File: src/hdl/tcl_pkg.sv
// Shared types, constants and helper functions for the token class lexer.
package tcl_pkg;

    localparam int OFFSET_BITS_DEF = 16;
    localparam int PAYLOAD_W       = 16;
    localparam int BYTE_W          = 8;
    localparam int CLASS_W         = 4;
    localparam int M_TDATA_W       = 40;

    localparam logic [BYTE_W-1:0] CH_SPACE   = 8'h20;
    localparam logic [BYTE_W-1:0] CH_NL      = 8'h0A;
    localparam logic [BYTE_W-1:0] CH_DOLLAR  = 8'h24;
    localparam logic [BYTE_W-1:0] CH_LBRACK  = 8'h5B;
    localparam logic [BYTE_W-1:0] CH_RBRACK  = 8'h5D;
    localparam logic [BYTE_W-1:0] CH_AT      = 8'h40;
    localparam logic [BYTE_W-1:0] CH_LBRACE  = 8'h7B;
    localparam logic [BYTE_W-1:0] CH_RBRACE  = 8'h7D;
    localparam logic [BYTE_W-1:0] CH_UP_A    = 8'h41;
    localparam logic [BYTE_W-1:0] CH_UP_Z    = 8'h5A;
    localparam logic [BYTE_W-1:0] CH_LO_A    = 8'h61;
    localparam logic [BYTE_W-1:0] CH_LO_Z    = 8'h7A;
    localparam logic [BYTE_W-1:0] CH_DIG_0   = 8'h30;
    localparam logic [BYTE_W-1:0] CH_DIG_9   = 8'h39;

    typedef enum logic [CLASS_W-1:0] {
        CLS_CELL    = 4'd0,
        CLS_PHASE   = 4'd1,
        CLS_FEED    = 4'd2,
        CLS_HOOK    = 4'd3,
        CLS_CHOOK   = 4'd4,
        CLS_DKEY    = 4'd5,
        CLS_IKEY    = 4'd6,
        CLS_MAP     = 4'd7,
        CLS_INCLUDE = 4'd8,
        CLS_INVALID = 4'd9,
        CLS_NONE    = 4'd10
    } tok_class_t;

    // Flag bits: [0] tail alnum, [1] all upper, [2] all lower, [3] all letters
    typedef struct packed {
        logic [BYTE_W-1:0] first_char;
        logic [BYTE_W-1:0] last_char;
        logic [3:0]        flags;
        logic [1:0]        kw_miss;   // [0] HOOK ruled out, [1] CHOOK ruled out
        logic              cnt_is1;
        logic              cnt_is4;
        logic              cnt_is5;
        logic              cnt_gt1;
    } tok_sum_t;

    typedef struct packed {
        tok_class_t cls;
        logic       skip;   // payload starts one byte in
        logic [1:0] trim;   // bytes removed from the length
    } cls_res_t;

    function automatic logic [BYTE_W-1:0] hook_char(input logic [1:0] idx);
        logic [BYTE_W-1:0] c;
        case (idx)
            2'd0:    c = 8'h48;  // H
            2'd1:    c = 8'h4F;  // O
            2'd2:    c = 8'h4F;  // O
            default: c = 8'h4B;  // K
        endcase
        return c;
    endfunction

    function automatic logic [BYTE_W-1:0] chook_char(input logic [2:0] idx);
        logic [BYTE_W-1:0] c;
        case (idx)
            3'd0:    c = 8'h43;  // C
            3'd1:    c = 8'h48;  // H
            3'd2:    c = 8'h4F;  // O
            3'd3:    c = 8'h4F;  // O
            default: c = 8'h4B;  // K
        endcase
        return c;
    endfunction

endpackage

File: src/hdl/tcl_track.sv
// Token tracker: byte position, pending token summary and sticky flags.
module tcl_track #(
    parameter int OFFSET_BITS = tcl_pkg::OFFSET_BITS_DEF
) (
    input  logic                       aclk,
    input  logic                       aresetn,
    input  logic                       fire,
    input  logic [tcl_pkg::BYTE_W-1:0] byte_in,
    input  logic                       last_in,
    input  logic                       tok_invalid,
    output tcl_pkg::tok_sum_t          tok_sum,
    output logic [OFFSET_BITS-1:0]     begin_after,
    output logic [OFFSET_BITS-1:0]     count_after,
    output logic                       closing,
    output logic                       sticky_err,
    output logic                       ovf_flag
);
    import tcl_pkg::*;

    localparam logic [OFFSET_BITS-1:0] OFF_MAX = '1;

    logic [OFFSET_BITS-1:0] pos_reg,   pos_next;
    logic [OFFSET_BITS-1:0] begin_reg, begin_next;
    logic [OFFSET_BITS-1:0] count_reg, count_next;
    logic [BYTE_W-1:0]      first_reg, first_next;
    logic [BYTE_W-1:0]      last_reg,  last_next;
    logic [3:0]             flags_reg, flags_next;
    logic [1:0]             kw_reg,    kw_next;
    logic                   err_reg,   err_next;
    logic                   ovf_reg,   ovf_next;

    logic              is_sep, up, lo, al, an, idx0, at_max;
    logic [BYTE_W-1:0] first_a, last_a;
    logic [3:0]        flags_a;
    logic [1:0]        kw_a;

    always_comb begin
        is_sep = (byte_in == CH_SPACE) || (byte_in == CH_NL);
        up     = (byte_in >= CH_UP_A) && (byte_in <= CH_UP_Z);
        lo     = (byte_in >= CH_LO_A) && (byte_in <= CH_LO_Z);
        al     = up || lo;
        an     = al || ((byte_in >= CH_DIG_0) && (byte_in <= CH_DIG_9));
        idx0   = (count_reg == '0);
        at_max = (pos_reg == OFF_MAX);

        if (is_sep) begin
            begin_after = begin_reg;
            count_after = count_reg;
            first_a     = first_reg;
            last_a      = last_reg;
            flags_a     = flags_reg;
            kw_a        = kw_reg;
        end else begin
            begin_after = idx0 ? pos_reg : begin_reg;
            first_a     = idx0 ? byte_in : first_reg;
            last_a      = byte_in;
            count_after = (count_reg == OFF_MAX) ? count_reg : count_reg + 1'b1;
            flags_a[0]  = flags_reg[0] & (idx0 | an);
            flags_a[1]  = flags_reg[1] & up;
            flags_a[2]  = flags_reg[2] & lo;
            flags_a[3]  = flags_reg[3] & al;
            kw_a[0]     = kw_reg[0] | (count_reg >= OFFSET_BITS'(4))
                        | (hook_char(count_reg[1:0]) != byte_in);
            kw_a[1]     = kw_reg[1] | (count_reg >= OFFSET_BITS'(5))
                        | (chook_char(count_reg[2:0]) != byte_in);
        end

        closing = (is_sep || last_in) && (count_after != '0);

        tok_sum.first_char = first_a;
        tok_sum.last_char  = last_a;
        tok_sum.flags      = flags_a;
        tok_sum.kw_miss    = kw_a;
        tok_sum.cnt_is1    = (count_after == OFFSET_BITS'(1));
        tok_sum.cnt_is4    = (count_after == OFFSET_BITS'(4));
        tok_sum.cnt_is5    = (count_after == OFFSET_BITS'(5));
        tok_sum.cnt_gt1    = (count_after > OFFSET_BITS'(1));

        sticky_err = err_reg | (closing && tok_invalid);
        ovf_flag   = ovf_reg | at_max;

        pos_next   = pos_reg;
        begin_next = begin_reg;
        count_next = count_reg;
        first_next = first_reg;
        last_next  = last_reg;
        flags_next = flags_reg;
        kw_next    = kw_reg;
        err_next   = err_reg;
        ovf_next   = ovf_reg;
        if (fire) begin
            if (last_in || closing) begin
                begin_next = '0;
                count_next = '0;
                first_next = '0;
                last_next  = '0;
                flags_next = 4'hF;
                kw_next    = '0;
            end else begin
                begin_next = begin_after;
                count_next = count_after;
                first_next = first_a;
                last_next  = last_a;
                flags_next = flags_a;
                kw_next    = kw_a;
            end
            if (last_in) begin
                pos_next = '0;
                err_next = 1'b0;
                ovf_next = 1'b0;
            end else begin
                pos_next = at_max ? OFF_MAX : pos_reg + 1'b1;
                err_next = sticky_err;
                ovf_next = ovf_flag;
            end
        end
    end

    always_ff @(posedge aclk) begin
        if (!aresetn) begin
            pos_reg   <= '0;
            begin_reg <= '0;
            count_reg <= '0;
            first_reg <= '0;
            last_reg  <= '0;
            flags_reg <= 4'hF;
            kw_reg    <= '0;
            err_reg   <= 1'b0;
            ovf_reg   <= 1'b0;
        end else begin
            pos_reg   <= pos_next;
            begin_reg <= begin_next;
            count_reg <= count_next;
            first_reg <= first_next;
            last_reg  <= last_next;
            flags_reg <= flags_next;
            kw_reg    <= kw_next;
            err_reg   <= err_next;
            ovf_reg   <= ovf_next;
        end
    end

endmodule

File: src/hdl/tcl_classify.sv
// Token classifier: priority decode of a closed token's summary.
module tcl_classify (
    input  tcl_pkg::tok_sum_t tok_sum,
    output tcl_pkg::cls_res_t res
);
    import tcl_pkg::*;

    logic tail_an, all_up, all_lo, all_al;

    always_comb begin
        tail_an = tok_sum.flags[0];
        all_up  = tok_sum.flags[1];
        all_lo  = tok_sum.flags[2];
        all_al  = tok_sum.flags[3];

        res.cls  = CLS_INVALID;
        res.skip = 1'b0;
        res.trim = 2'd0;
        if (tok_sum.first_char == CH_DOLLAR && tail_an) begin
            res.cls  = CLS_CELL;
            res.skip = 1'b1;
            res.trim = 2'd1;
        end else if (tok_sum.cnt_is1 && (tok_sum.first_char inside {[CH_UP_A:CH_UP_Z]})) begin
            res.cls = CLS_PHASE;
        end else if (tok_sum.first_char == CH_LBRACK && tok_sum.last_char == CH_RBRACK) begin
            res.cls  = CLS_FEED;
            res.skip = 1'b1;
            res.trim = 2'd2;
        end else if (tok_sum.cnt_is4 && !tok_sum.kw_miss[0]) begin
            res.cls = CLS_HOOK;
        end else if (tok_sum.cnt_is5 && !tok_sum.kw_miss[1]) begin
            res.cls = CLS_CHOOK;
        end else if (tok_sum.cnt_gt1 && all_al && all_up) begin
            res.cls = CLS_DKEY;
        end else if (tok_sum.cnt_gt1 && all_al && all_lo) begin
            res.cls = CLS_IKEY;
        end else if (tok_sum.first_char == CH_AT && tail_an) begin
            res.cls  = CLS_MAP;
            res.skip = 1'b1;
            res.trim = 2'd1;
        end else if (tok_sum.first_char == CH_LBRACE && tok_sum.last_char == CH_RBRACE) begin
            res.cls  = CLS_INCLUDE;
            res.skip = 1'b1;
            res.trim = 2'd2;
        end
    end

endmodule

File: src/hdl/token_class_lexer_core.sv
// Top level of the token class lexer: input register, token tracking, result register.
//
// Source bytes come in on the s_ stream, one byte per transaction, with s_tlast on
// the final byte of a source. A space or newline ends the pending token; the last
// byte ends it too. Each closed token yields one m_ transaction whose m_tuser holds
// its class (0 cell, 1 phase, 2 feed, 3 hook, 4 chook, 5 dependent key,
// 6 independent key, 7 map, 8 include, 9 invalid, 10 none) and whose m_tdata holds
// the payload offset and length after the prefix or brackets are stripped, plus
// the sticky error and offset overflow flags. The s_tlast byte always yields a
// result, with m_tlast set, and returns the block to its reset state. Bytes at or
// beyond offset 2**OFFSET_BITS-1 all sit at that offset and raise the overflow
// flag. Throughput is one byte per clock while the sink keeps up: each byte is taken
// into an input register, and once it moves on, the tracker and classifier update the
// token state and build the result, which is registered in the result register and
// shown on m_. The result register holds a result while the sink stalls and the
// input register keeps taking one more byte meanwhile.
module token_class_lexer_core #(
    parameter int OFFSET_BITS = tcl_pkg::OFFSET_BITS_DEF
) (
    input  logic                          aclk,
    input  logic                          aresetn,
    // s_tdata: [7:0] source_byte
    input  logic [tcl_pkg::BYTE_W-1:0]    s_tdata,
    input  logic                          s_tlast,   // end_of_source
    input  logic                          s_tvalid,
    output logic                          s_tready,
    // m_tdata: [15:0] payload_start, [31:16] payload_length, [32] error_seen,
    //          [33] offset_overflow, [39:34] zero
    output logic [tcl_pkg::M_TDATA_W-1:0] m_tdata,
    // m_tuser: [3:0] token_class
    output logic [tcl_pkg::CLASS_W-1:0]   m_tuser,
    output logic                          m_tlast,   // source_done
    output logic                          m_tvalid,
    input  logic                          m_tready
);
    import tcl_pkg::*;

    localparam logic [OFFSET_BITS-1:0] OFF_MAX = '1;

    // Input register
    logic              in_valid_reg, in_valid_next;
    logic [BYTE_W-1:0] in_byte_reg;
    logic              in_last_reg;
    logic              fire;

    // Result register
    logic                 m_valid_reg, m_valid_next;
    logic [CLASS_W-1:0]   cls_reg;
    logic [PAYLOAD_W-1:0] start_reg, len_reg;
    logic                 err_reg, ovf_reg, done_reg;

    tok_sum_t               tok_sum;
    cls_res_t               cls_res;
    logic [OFFSET_BITS-1:0] begin_after, count_after;
    logic                   closing, sticky_err, ovf_flag;
    logic                   tok_invalid, emit;

    logic [OFFSET_BITS-1:0]           start_full, len_full;
    logic [PAYLOAD_W+OFFSET_BITS-1:0] start_ext, len_ext;
    logic [CLASS_W-1:0]               cls_out;

    // A byte moves out of the input register when the result slot is free or drains
    assign fire     = in_valid_reg && (!m_valid_reg || m_tready);
    assign s_tready = !in_valid_reg || fire;

    always_comb begin
        in_valid_next = in_valid_reg;
        if (s_tvalid && s_tready) begin
            in_valid_next = 1'b1;
        end else if (fire) begin
            in_valid_next = 1'b0;
        end
    end

    always_ff @(posedge aclk) begin
        if (!aresetn) begin
            in_valid_reg <= 1'b0;
        end else begin
            in_valid_reg <= in_valid_next;
        end
    end

    always_ff @(posedge aclk) begin
        if (s_tvalid && s_tready) begin
            in_byte_reg <= s_tdata;
            in_last_reg <= s_tlast;
        end
    end

    tcl_track #(
        .OFFSET_BITS(OFFSET_BITS)
    ) u_track (
        .aclk       (aclk),
        .aresetn    (aresetn),
        .fire       (fire),
        .byte_in    (in_byte_reg),
        .last_in    (in_last_reg),
        .tok_invalid(tok_invalid),
        .tok_sum    (tok_sum),
        .begin_after(begin_after),
        .count_after(count_after),
        .closing    (closing),
        .sticky_err (sticky_err),
        .ovf_flag   (ovf_flag)
    );

    tcl_classify u_classify (
        .tok_sum(tok_sum),
        .res    (cls_res)
    );

    assign tok_invalid = (cls_res.cls == CLS_INVALID);
    assign emit        = closing || in_last_reg;

    // Payload window; start saturates at the top offset, output keeps the low bits
    always_comb begin
        if (!closing) begin
            cls_out    = CLS_NONE;
            start_full = '0;
            len_full   = '0;
        end else begin
            cls_out = cls_res.cls;
            if (cls_res.skip) begin
                start_full = (begin_after == OFF_MAX) ? OFF_MAX : begin_after + 1'b1;
            end else begin
                start_full = begin_after;
            end
            len_full = count_after - OFFSET_BITS'(cls_res.trim);
        end
        start_ext = {{PAYLOAD_W{1'b0}}, start_full};
        len_ext   = {{PAYLOAD_W{1'b0}}, len_full};
    end

    always_comb begin
        m_valid_next = m_valid_reg;
        if (fire) begin
            m_valid_next = emit;
        end else if (m_tready) begin
            m_valid_next = 1'b0;
        end
    end

    always_ff @(posedge aclk) begin
        if (!aresetn) begin
            m_valid_reg <= 1'b0;
        end else begin
            m_valid_reg <= m_valid_next;
        end
    end

    always_ff @(posedge aclk) begin
        if (fire && emit) begin
            cls_reg   <= cls_out;
            start_reg <= start_ext[PAYLOAD_W-1:0];
            len_reg   <= len_ext[PAYLOAD_W-1:0];
            err_reg   <= sticky_err;
            ovf_reg   <= ovf_flag;
            done_reg  <= in_last_reg;
        end
    end

    assign m_tvalid = m_valid_reg;
    assign m_tuser  = cls_reg;
    assign m_tlast  = done_reg;
    assign m_tdata  = {{(M_TDATA_W - 2*PAYLOAD_W - 2){1'b0}}, ovf_reg, err_reg,
                       len_reg, start_reg};

    // Class "none" only comes from the end-of-source byte
    a_none_is_done: assert property (@(posedge aclk) disable iff (!aresetn)
        m_tvalid && (m_tuser == CLS_NONE) |-> m_tlast)
        else $error("class none reported on a result that does not end the source");

    // An invalid token always shows in the sticky error flag of its own result
    a_invalid_flags: assert property (@(posedge aclk) disable iff (!aresetn)
        m_tvalid && (m_tuser == CLS_INVALID) |-> m_tdata[2*PAYLOAD_W])
        else $error("invalid token reported without error flag");

    // Fixed-length classes carry their exact lengths
    a_fixed_len: assert property (@(posedge aclk) disable iff (!aresetn)
        m_tvalid && ((m_tuser == CLS_PHASE) || (m_tuser == CLS_HOOK)
                  || (m_tuser == CLS_CHOOK))
        |-> (m_tdata[2*PAYLOAD_W-1:PAYLOAD_W] == ((m_tuser == CLS_PHASE) ? 16'd1 :
             (m_tuser == CLS_HOOK) ? 16'd4 : 16'd5)))
        else $error("phase or keyword token with a wrong payload length");

    // The sticky error flag is cleared after an end-of-source byte is processed
    a_reset_after_last: assert property (@(posedge aclk) disable iff (!aresetn)
        fire && in_last_reg |=> !sticky_err || closing)
        else $error("sticky error survived the end of a source");

endmodule
File: config.mk
export PLATFORM = sky130hd
export DESIGN_NAME = token_class_lexer_core
export DESIGN_NICKNAME = d
export VERILOG_FILES = /design/src/hdl/tcl_pkg.sv /design/src/hdl/tcl_track.sv /design/src/hdl/tcl_classify.sv /design/src/hdl/token_class_lexer_core.sv
export SDC_FILE = /design/constraint.sdc
export NUM_CORES = 1
export LEC_CHECK = 0
export ABC_AREA = 1
export BUFFER_PORTS_ARGS = -buffer_cell sky130_fd_sc_hd__buf_4
export CORE_MARGIN = 1.5
export CORE_UTILIZATION = 55
export DETAILED_ROUTE_END_ITERATION = 10
export PLACE_DENSITY_LB_ADDON = 0.1
export SETUP_SLACK_MARGIN = 0.15
export SLEW_MARGIN = 20
export SYNTH_ARGS = -nofsm -noshare
export SYNTH_HDL_FRONTEND = slang
export SYNTH_HIERARCHICAL = 1
export SYNTH_SLANG_ARGS = --single-unit
File: constraint.sdc
create_clock -name aclk -period 6.45 [get_ports aclk]
set_input_delay 0.645 -clock aclk [delete_from_list [all_inputs] [get_ports aclk]]
set_output_delay 0.645 -clock aclk [all_outputs]
set_load 0.02 [all_outputs]
==> flow_summary_export.csv, run 1 <==
group,metric,value,unit
run_status,status,"finished clean",
power,internal_power,1.57,mW
detailed_routing,drcViolationCount,0,
synth,synth_edf_count,48,
clock_tree,tritoncts,"built",
floorplanning,start_util,56.4,%
grt,grt_pass1_vias,6830,
worst_setup_path,cp_common_cell,"nand2_1",
timing,min_period,4.67,ns
worst_setup_path,crit_chain,"inv_1 > nand2_1 > nor4_1 > nand3_1 > nor2_4 > nand2_1 > buf_4 > o21ai_0 > inv_2 > nor2_2 > nand2_2 > nor2_4 > and2_2 > o21bai_1 > inv_1 > fa_1 > inv_1 > nand2_1 > nor2_1 > nand3_1 > nor2_1 > nand2_1 > nand2_1 > nor2_1",
worst_setup_path,crit_slowest_cell,"o21ai_0",
floorplanning,die_w,125,µm
detailed_routing,drt-pass1-iter-count,5,
layout,insertedDiodeCount,0,
synth,ys_types,51,
grt,grt_pass1_wl,33400,µm
clock_tree,cts_setup_buffers,0,
timing,fin_setup_tns,0,ns
placement,dp_hpwl,13300,µm
power,combPwrFrac,8.4,%
clock_tree,clk_pin_slew,0.06,ns
floorplanning,core_area,14500,µm²
synth,synth-compound-area-share,13.6,%
power,clkPwrFrac,51.3,%
detailed_routing,dr.first_iter.drc_count,624,
floorplanning,die_h,125,µm
synth,yosys_warnings,6,
worst_setup_path,worstSetupStartpointType,"flop",
power,p_sw_share,23.9,%
layout,final_cell_mix,"nand2_1 (286), inv_1 (105), nor2_1 (93), dfxtp_1 (74)",
synth,synth-simple-area-share,36.5,%
timing,slew_headroom,25.6,%
grt,grt.busiest_layer,"met2",
synth,synth-seq-area-share,35.6,%
clock_tree,post_cts_resized,0,
synth,synth_xor_area_share,2.67,%
floorplanning,io_pins,60,
worst_setup_path,cp_data_arrival_time,4.85,ns
power,p_leak,3.62,nW
power,vdd_ir_drop_max,0.000201,V
worst_setup_path,crit_type,"flop to flop",
synth,postSynthAreaPerCell,7.51,µm²
detailed_routing,num_vias,7203,
timing,rsz0062_at_grt,"false",
layout,drive_gt1_share,24.1,%
worst_setup_path,worstPathRequired,6.63,ns
synth,synthMuxAreaShare,0,%
layout,final_core_util,63.4,%
grt,grt_remaining_overflow,0,
layout,final_common_cell,"nand2_1",
timing,finalCritPeriodShare,72.4,%
detailed_routing,postRouteAntennaNets,0,
grt,met1_usage,36.9,%
clock_tree,h-tree-depth,4,
clock_tree,cts_root_buffer,"clkbuf_16",
layout,final_nets,1142,
hold_path,hp-class,"input pin to flop",
clock_tree,clock-sinks,122,
timing,setup_viol,0,
synth,synth.cell_area,8200,µm²
synth,ys.flop_type,"dfxtp_1",
floorplanning,dieArea,15700,µm²
layout,postLayoutCellArea,9210,µm²
placement,gp_routability_congestion,0.863,
placement,portBuffers,53,
timing,hold_viol,0,
power,p_switching,0.493,mW
detailed_routing,viasPerCell,5.47,
timing,fmax,214,MHz
timing,slew_viol_final,0,
power,pwr-share-seq,40.3,%
clock_tree,numCtsBuffers,17,
grt,grt_max_degree,73,
synth,synth-seq-cells,122,
synth,synth_async_sr_flop_share,0,%
clock_tree,hold_buffers,0,
synth,synth_cells,1092,
timing,skew,0.0110,ns
layout,syn2layout_area_growth,12.2,%
grt,grt_use_met3,5.31,%
worst_setup_path,cp_max_fo,40,
floorplanning,num_rows,44,
synth,synth_fa_ha_area_share,1.46,%
power,power_density,224,nW/µm²
placement,place_area,8530,µm²
grt,grt_util_all_layers,25.8,%
worst_setup_path,cp_slowest_stage_delay,0.64,ns
detailed_routing,wirelength,19500,µm
run,cap_violations,0,
grt,met2_usage,39.6,%
timing,worstMarginPinSlew,1.12,ns
grt,antenna_found_initial,0,
synth,synth_top_family_by_area,"simple AND/OR/NAND/NOR gates",
clock_tree,clk_latency,0.43,ns
worst_setup_path,cp-end-kind,"flop",
clock_tree,clockBufferDepth,2,
detailed_routing,wl_per_cell,14.8,µm
metrics by stage:
step           hold slack (ns)  power, mW  cells  setup slack, ns
2_1_floorplan            0.434      0.980   1097             2.27
6_report                 0.400       2.06   1317             1.78
4_1_cts                  0.386       2.07   1316             1.81
5_1_grt                  0.385       2.13   1317             1.29
3_5_place_dp             0.450       1.02   1284             1.83
3_3_place_gp             0.448       1.02   1284             1.80
logic make-up (layout without fill, tap and decap cells):
| family | Yosys count | after routing |
|---|---|---|
| other | 1 | 6 |
| buffers and inverters | 174 | 210 |
| AND/OR/NAND/NOR | 590 | 590 |
| adder cells (fa/ha/maj) | 9 | 9 |
| flip-flops | 122 | 122 |
| AO/OA/AOI/OAI | 171 | 171 |
| XOR/XNOR | 25 | 25 |
cells in the mapped netlist, types with 2 or more instances:
cell / count / share of area [%]
nand4_1: 19 / 1.4
a21oi_1: 43 / 2.6
buf_6: 3 / 0.41
nor2_2: 9 / 0.69
nand2_2: 14 / 1.1
a31oi_1: 4 / 0.30
or2_2: 6 / 0.46
dfxtp_1: 74 / 18
nor3_4: 2 / 0.40
xor2_1: 21 / 2.2
buf_1: 2 / 0.092
nand2_1: 286 / 13
inv_2: 12 / 0.55
inv_1: 105 / 4.8
buf_4: 10 / 0.92
edfxtp_1: 48 / 18
a21o_1: 2 / 0.18
buf_2: 11 / 0.67
o21ai_2: 9 / 0.96
nand3b_1: 3 / 0.27
o21ai_1: 4 / 0.24
nor3_1: 13 / 0.79
clkbuf_1: 23 / 1.1
nor4_1: 6 / 0.46
o211ai_1: 2 / 0.18
ha_1: 8 / 1.2
nand2_4: 2 / 0.27
a21oi_2: 52 / 5.6
xnor2_1: 4 / 0.43
o21bai_1: 3 / 0.27
nor2_4: 10 / 1.4
buf_12: 6 / 1.5
o21ai_0: 49 / 3.0
nand3_2: 59 / 7.2
nand3_1: 58 / 3.5
nor2_1: 95 / 4.3
area by class of cell:
type	count	area [µm²]
Sequential cell	122	2920
Timing Repair Buffer	60	463
Inverter	118	443
Clock buffer	22	495
Tap cell	184	230
Multi-Input combinational cell	801	4500
Fill cell	1296	5330
Clock inverter	10	159
per-layer routing:
layer  wire, µm  vias to the layer above  part of all wire, %
li1           -                     3623                    -
met1       9540                     3370                   49
met2       8660                      186                   45
met3        973                       24                  5.0
met4        284                        0                  1.5
met5          0                        -                    0
critical path, delay by kind of cell (launching register included):
| kind | cells | cell delay, ns |
|---|---|---|
| and+or+nand+nor | 16 | 2.26 |
| AOI/OAI and AO/OA | 2 | 0.75 |
| buffers and inverters | 5 | 0.61 |
| adders and majority gates | 1 | 0.43 |
| DFF | 1 | 0.34 |
power groups by stage:
stage	logic (mW)	clock network, mW	registers, mW
2_1_floorplan	0.120	0	0.860
3_3_place_gp	0.169	0	0.848
3_5_place_dp	0.170	0	0.848
4_1_cts	0.171	1.07	0.832
5_1_grt	0.190	1.11	0.833
6_report	0.173	1.06	0.832
final timing paths:
check                                                  startpoint                           endpoint  slack (ns)  cells past startpoint
worst min register to register  u_track/flags_reg[1]$_SDFFE_PN1P_  u_track/flags_reg[1]$_SDFFE_PN1P_        0.46                      2
worst max register to register  u_track/count_reg[6]$_SDFFE_PN0P_          len_reg[12]$_SDFFCE_PN0P_        1.78                     24
worst min-delay path                                   s_tdata[2]           in_byte_reg[2]$_DFFE_PP_        0.40                      1
worst max-delay path            u_track/count_reg[6]$_SDFFE_PN0P_          len_reg[12]$_SDFFCE_PN0P_        1.78                     24
Power figures use the tool's default switching activity.
==> run 2, diff against run 1 <==
clock period = 4.53 ns   (was 6.45 ns; I/O delays follow)
==> run 2 against run 1 <==
Against the previous run:
- combinational power up 51%
- clock skew fell by 0.0028 ns
- die area stayed put
- total power increased by 34%
- non-clock buffer count up 42
- core utilization grew 2.9 points
- register-to-register slack worse by 1.4 ns
- global-route usage is 0.66 points lower
- flip-flop and latch count stayed put
- worst setup slack worse by 1.4 ns
- maximum frequency grew 12%
- final cell count is 3.2% higher
==> flow_summary_export.csv, run 2 (synthesis results as in run 1) <==
group,metric,value,unit
worst_setup_path,critPathBufInv,5,
clock_tree,h-tree-depth,4,
detailed_routing,drt-pass1-iter-count,5,
clock_tree,cts_root_buffer,"clkbuf_16",
detailed_routing,dr.first_iter.drc_count,748,
placement,gp_routability_congestion,0.884,
timing,finalCritPeriodShare,91.7,%
timing,rsz0062_at_grt,"false",
grt,antenna_found_initial,0,
floorplanning,die_h,125,µm
worst_setup_path,cp_max_fo,8,
timing,setup_viol,0,
worst_setup_path,cp_common_cell,"nor2_4",
clock_tree,clock-sinks,122,
layout,multi_input_area,4640,µm²
clock_tree,hold_buffers,0,
grt,grt_max_degree,72,
floorplanning,core_area,14500,µm²
timing,fmax,241,MHz
layout,insertedDiodeCount,0,
detailed_routing,drcViolationCount,0,
run_status,status,"finished clean",
layout,final_nets,1184,
timing,slew_viol_final,0,
detailed_routing,met3_length,1180,µm
clock_tree,numCtsBuffers,17,
timing,worstMarginPinSlew,1.01,ns
placement,placed_cells_incl_taps,1310,
detailed_routing,wl_per_cell,14.6,µm
timing,hold_viol,0,
grt,grt_util_all_layers,25.1,%
detailed_routing,wirelength,19900,µm
floorplanning,io_pins,60,
timing,fin_setup_tns,0,ns
worst_setup_path,cp_top_family,"simple AND/OR/NAND/NOR gates",
grt,grt_pass1_wl,32300,µm
layout,stdcell_count,1359,
layout,fill_cells,1263,
placement,portBuffers,53,
timing,timing.hold.ws,0.208,ns
power,p_leak,3.84,nW
layout,final_common_cell,"nand2_1",
floorplanning,num_rows,44,
worst_setup_path,worstPathRequired,4.71,ns
worst_setup_path,crit_type,"flop to flop",
worst_setup_path,cp-end-kind,"flop",
layout,seq_area,2930,µm²
layout,drive_gt1_share,29.3,%
detailed_routing,top_layer_used,"met4",
power,power_density,288,nW/µm²
power,vdd_ir_drop_max,0.000254,V
floorplanning,die_w,125,µm
worst_setup_path,cp_data_arrival_time,4.33,ns
floorplanning,dieArea,15700,µm²
grt,grt_pass1_vias,6634,
placement,dp_hpwl,13500,µm
clock_tree,clockBufferDepth,2,
grt,grt_remaining_overflow,0,
clock_tree,clk_pin_slew,0.06,ns
clock_tree,tritoncts,"built",
clock_tree,clk_latency,0.42,ns
worst_setup_path,crit_slowest_cell,"edfxtp_1",
timing,skew,0.00817,ns
layout,syn2layout_area_growth,17.4,%
timing,slew_headroom,32.5,%
detailed_routing,met1_length,9510,µm
floorplanning,start_util,56.4,%
detailed_routing,viasPerCell,5.43,
detailed_routing,num_vias,7380,
timing,min_period,4.15,ns
hold_path,hp-class,"input pin to flop",
worst_setup_path,worstSetupStartpointType,"flop",
worst_setup_path,cp_slowest_stage_delay,0.45,ns
detailed_routing,postRouteAntennaNets,0,
detailed_routing,wl_met2,8860,µm
run,cap_violations,0,
layout,final_cell_mix,"nand2_1 (283), inv_1 (101), buf_4 (97), nor2_1 (83), dfxtp_1 (70)",
-- run 2: cell count changes in the layout (fill, tap and decap cells not counted), moves of 4 or more --
cell	previous run	this run
buf_4	59	97
dfxtp_1	74	70
dfxtp_2	0	4
inv_1	105	101
inv_2	12	16
nand3_1	58	54
nand3_4	0	4
nor2_1	93	83
nor2_2	9	15
nor2_4	12	16
-- run 2: report_power, final --
part / internal [mW] / total (mW) / switching (mW)
combinational: 0.0803 / 0.262 / 0.182
clock: 0.841 / 1.33 / 0.485
sequential: 1.17 / 1.18 / 0.0139
total: 2.09 / 2.77 / 0.680
-- run 2: through the flow --
step	setup slack, ns	util, %	total power [mW]	instance area (µm²)
after global routing	0.119	66.3	2.86	9630
after CTS	0.238	64.2	2.78	9340
after floorplan	0.350	-	1.40	8220
after detailed placement	0.274	60.2	1.46	8750
after global placement	0.427	60.2	1.46	8750
final	0.375	66.3	2.77	9630
-- run 2: final timing paths --
check                               start                      endpoint  slack [ns]  cells past startpoint
min reg2reg  u_track/ovf_reg$_SDFFE_PN0P_  u_track/ovf_reg$_SDFFE_PN0P_        0.46                      2
max reg2reg      in_byte_reg[4]$_DFFE_PP_     len_reg[12]$_SDFFCE_PN0P_        0.38                     30
max              in_byte_reg[4]$_DFFE_PP_     len_reg[12]$_SDFFCE_PN0P_        0.38                     30
min                            s_tdata[1]      in_byte_reg[1]$_DFFE_PP_        0.21                      1
-- run 2: cell type report --
type                       instances  share of cell area [%]
multi-input combinational        801                    48.1
sequential                       122                    30.4
timing repair buffer             102                    8.47
clock buffer                      25                    5.36
inverter                         118                    4.60
tap                              184                    2.39
clock inverter                     7                   0.662
-- run 2: what timing repair did --
| item | 4_1_cts | 5_1_grt |
|---|---|---|
| setup endpoints to repair | 0 | 11 |
| endpoints found under the hold margin | 0 | 0 |
| gates resized for setup | 0 | 47 |
| buffers inserted | 0 | 16 |
-- run 2: routing by layer --
layer | up-vias | track usage [%]
met1 | 3400 | 35.9
met4 | 0 | 8.49
li1 | 3711 | -
met2 | 245 | 38.3
met3 | 24 | 4.75
met5 | - | 0
==> run 3, diff against run 2 <==
CORE_MARGIN = 3   (was 1.5)
SYNTH_HIERARCHICAL = unset   (was 1)
==> run 3 against run 2 <==
Against the previous run:
- non-clock buffer count fell by 7
- sequential share of layout area rose by 1.3 points
- synthesized area fell by 5.2%
- critical path depth fell by 2
- largest power group unchanged
- register-to-register slack improved by 0.02 ns
- final area fell by 4.0%
- maximum frequency rose by 0.54%
- highest routed layer unchanged
- hold slack barely moved
- first-iteration DRC count rose by 3.7%
==> flow_summary_export.csv, run 3 <==
group,metric,value,unit
grt,grt_util_all_layers,25.6,%
worst_setup_path,cp-end-kind,"flop",
power,p_leak,3.81,nW
floorplanning,die_h,125,µm
synth,yosys-top-cells-area,"dfxtp_1 (19%), edfxtp_1 (19%), nand2_1 (15%), a21oi_1 (6.2%), inv_1 (4.7%)",
timing,hold_viol,0,
timing,fmax,242,MHz
worst_setup_path,worstRegToRegCells,28,
synth,postSynthAreaPerCell,7.09,µm²
grt,antenna_found_initial,0,
timing,min_period,4.13,ns
synth,synth_edf_count,48,
placement,place_area,8260,µm²
synth,synth-seq-area-share,37.6,%
timing,skew,0.00734,ns
timing,setup_viol,0,
detailed_routing,viasPerCell,5.51,
layout,stdcell_count,1358,
detailed_routing,drt-pass1-iter-count,6,
clock_tree,h-tree-depth,4,
floorplanning,io_pins,60,
worst_setup_path,worstPathRequired,4.70,ns
layout,final_common_cell,"nand2_1",
clock_tree,clk_latency,0.42,ns
worst_setup_path,crit_slowest_cell,"edfxtp_1",
grt,grt_pass1_vias,6647,
worst_setup_path,cp_slowest_stage_delay,0.43,ns
detailed_routing,dr.first_iter.drc_count,776,
timing,fin_setup_tns,0,ns
worst_setup_path,cp_common_cell,"nand2_1",
grt,grt_pass1_wl,33100,µm
placement,portBuffers,53,
floorplanning,dieArea,15600,µm²
synth,yosys_warnings,0,
placement,dp_hpwl,13600,µm
synth,synth_common_cells,"nand2_1 (318), inv_1 (98), a21oi_1 (97)",
timing,timing.hold.ws,0.208,ns
grt,grt_max_degree,71,
worst_setup_path,r2r-end,"len_reg[14]$_SDFFCE_PN0P_",
run_status,status,"finished clean",
hold_path,hp-class,"input pin to flop",
layout,fill_cells,1183,
hold_path,whs_path_depth,1,
floorplanning,die_w,125,µm
detailed_routing,num_vias,7480,
timing,rsz0062_at_grt,"false",
worst_setup_path,worstSetupStartpointType,"flop",
worst_setup_path,timing.rr.start,"in_byte_reg[2]$_DFFE_PP_",
timing,slew_viol_final,0,
timing,slew_headroom,48.7,%
worst_setup_path,cp_data_arrival_time,4.31,ns
clock_tree,cts_root_buffer,"clkbuf_16",
layout,final_cell_mix,"nand2_1 (309), inv_1 (96), a21oi_1 (96), buf_4 (94), nor2_1 (84)",
synth,ys.flop_type,"dfxtp_1",
detailed_routing,wl_per_cell,15.0,µm
synth,synth_cells,1097,
synth,ys_types,50,
placement,placed_cells_incl_taps,1306,
synth,synth_top_area_cell,"dfxtp_1",
synth,synth_top_area_share,19.1,%
synth,synth-seq-cells,122,
worst_setup_path,cp_max_fo,14,
timing,worstMarginPinSlew,0.769,ns
floorplanning,core_area,13500,µm²
clock_tree,clk_pin_slew,0.06,ns
clock_tree,tritoncts,"built",
detailed_routing,wirelength,20400,µm
grt,grt_remaining_overflow,0,
run,cap_violations,0,
floorplanning,num_rows,42,
layout,insertedDiodeCount,0,
layout,syn2layout_area_growth,19.0,%
power,vdd_ir_drop_max,0.000283,V
power,power_density,317,nW/µm²
synth,synth.cell_area,7770,µm²
clock_tree,clock-sinks,122,
hold_path,min_to,"in_byte_reg[7]$_DFFE_PP_",
layout,final_nets,1190,
hold_path,hold_path.startpoint,"s_tdata[7]",
clock_tree,clockBufferDepth,2,
timing,finalCritPeriodShare,91.2,%
worst_setup_path,crit_type,"flop to flop",
detailed_routing,drcViolationCount,0,
placement,gp_routability_congestion,0.895,
layout,postLayoutCellArea,9250,µm²
worst_setup_path,rrSetupSlack,0.40,ns
synth,yosysMostFrequentCell,"nand2_1",
synth,synth_async_sr_flop_share,0,%
floorplanning,start_util,57.6,%
layout,drive_gt1_share,21.8,%
clock_tree,numCtsBuffers,17,
detailed_routing,postRouteAntennaNets,0,
run 3: changes by cell type after synthesis, sizes merged, moves of 3 or more:
cell	change
inv	+3
nand3	-51
o21ai	+19
nand4	+11
nand2	+31
nor4	-3
o21bai	-3
clkbuf	-5
nor2	-3
a21oi	+11
run 3: report_power, final:
group | total, mW | switching, mW | internal (mW)
Sequential | 1.19 | 0.0160 | 1.17
Combinational | 0.257 | 0.173 | 0.0842
Clock | 1.49 | 0.527 | 0.964
Total | 2.93 | 0.716 | 2.22
run 3: final cells by class:
class                           count  area (µm²)  share of cell area [%]
Multi-Input combinational cell    813        4260                    46.1
Inverter                          120         450                    4.87
Sequential cell                   122        2930                    31.7
Clock inverter                      9         120                    1.30
Tap cell                          176         220                    2.38
Clock buffer                       23         543                    5.87
Timing Repair Buffer               95         726                    7.84
run 3: per-stage QoR:
step	setup WS [ns]	power, mW	util, %
after floorplan	0.452	1.38	-
after global placement	0.193	1.44	61.1
after detailed placement	0.0523	1.45	61.1
after CTS	0.159	2.93	66.3
after global routing	0.0206	3.02	68.5
final	0.398	2.93	68.5
run 3: repair_timing:
| item | in CTS | in global routing |
|---|---|---|
| pin swaps | 1 | 8 |
| buffers inserted | 0 | 18 |
| hold buffers | 0 | 0 |
| gates cloned | 1 | 1 |
| setup endpoints to repair | 2 | 11 |
| gates resized for setup | 6 | 41 |
run 3: cell families (layout without fill, tap and decap cells):
logic type,after synthesis,after routing,synth area share [%]
AOI/OAI and AO/OA,197,197,14.4
adders and majority gates,8,8,1.38
other,1,6,0.0482
DFF,122,122,37.6
buffers and inverters,169,247,10.1
xor gates and xnor gates,29,29,3.27
and+or+nand+nor,571,573,33.2
run 3: routing by layer:
| metal | share of wire (%) | track usage [%] | up-vias |
|---|---|---|---|
| met2 | 46 | 39.0 | 291 |
| met5 | 0 | 0 | - |
| met4 | 1.9 | 8.29 | 0 |
| met3 | 6.9 | 4.76 | 39 |
| met1 | 46 | 36.8 | 3424 |
| li1 | - | - | 3726 |
run 3: how the worst max path moves through the flow:
stage | start | end | slack [ns] | cells past startpoint
2_1_floorplan | u_track.count_reg[1]$_SDFFE_PN0P_ | len_reg[13]$_SDFFCE_PN0P_ | 0.45 | 30
6_report | in_byte_reg[2]$_DFFE_PP_ | len_reg[14]$_SDFFCE_PN0P_ | 0.40 | 28
4_1_cts | in_byte_reg[1]$_DFFE_PP_ | len_reg[13]$_SDFFCE_PN0P_ | 0.16 | 29
3_5_place_dp | u_track.count_reg[1]$_SDFFE_PN0P_ | len_reg[13]$_SDFFCE_PN0P_ | 0.05 | 29
3_3_place_gp | in_byte_reg[3]$_DFFE_PP_ | len_reg[13]$_SDFFCE_PN0P_ | 0.19 | 27
5_1_grt | in_byte_reg[0]$_DFFE_PP_ | len_reg[13]$_SDFFCE_PN0P_ | 0.02 | 29
run 3: worst max-delay path: cells and delay by family, from the launching register on:
kind	cells	cell delay (ns)
and+or+nand+nor	17	1.92
buffers and inverters	5	0.62
adders and majority gates	2	0.45
AOI/OAI and AO/OA	4	0.44
DFF	1	0.43
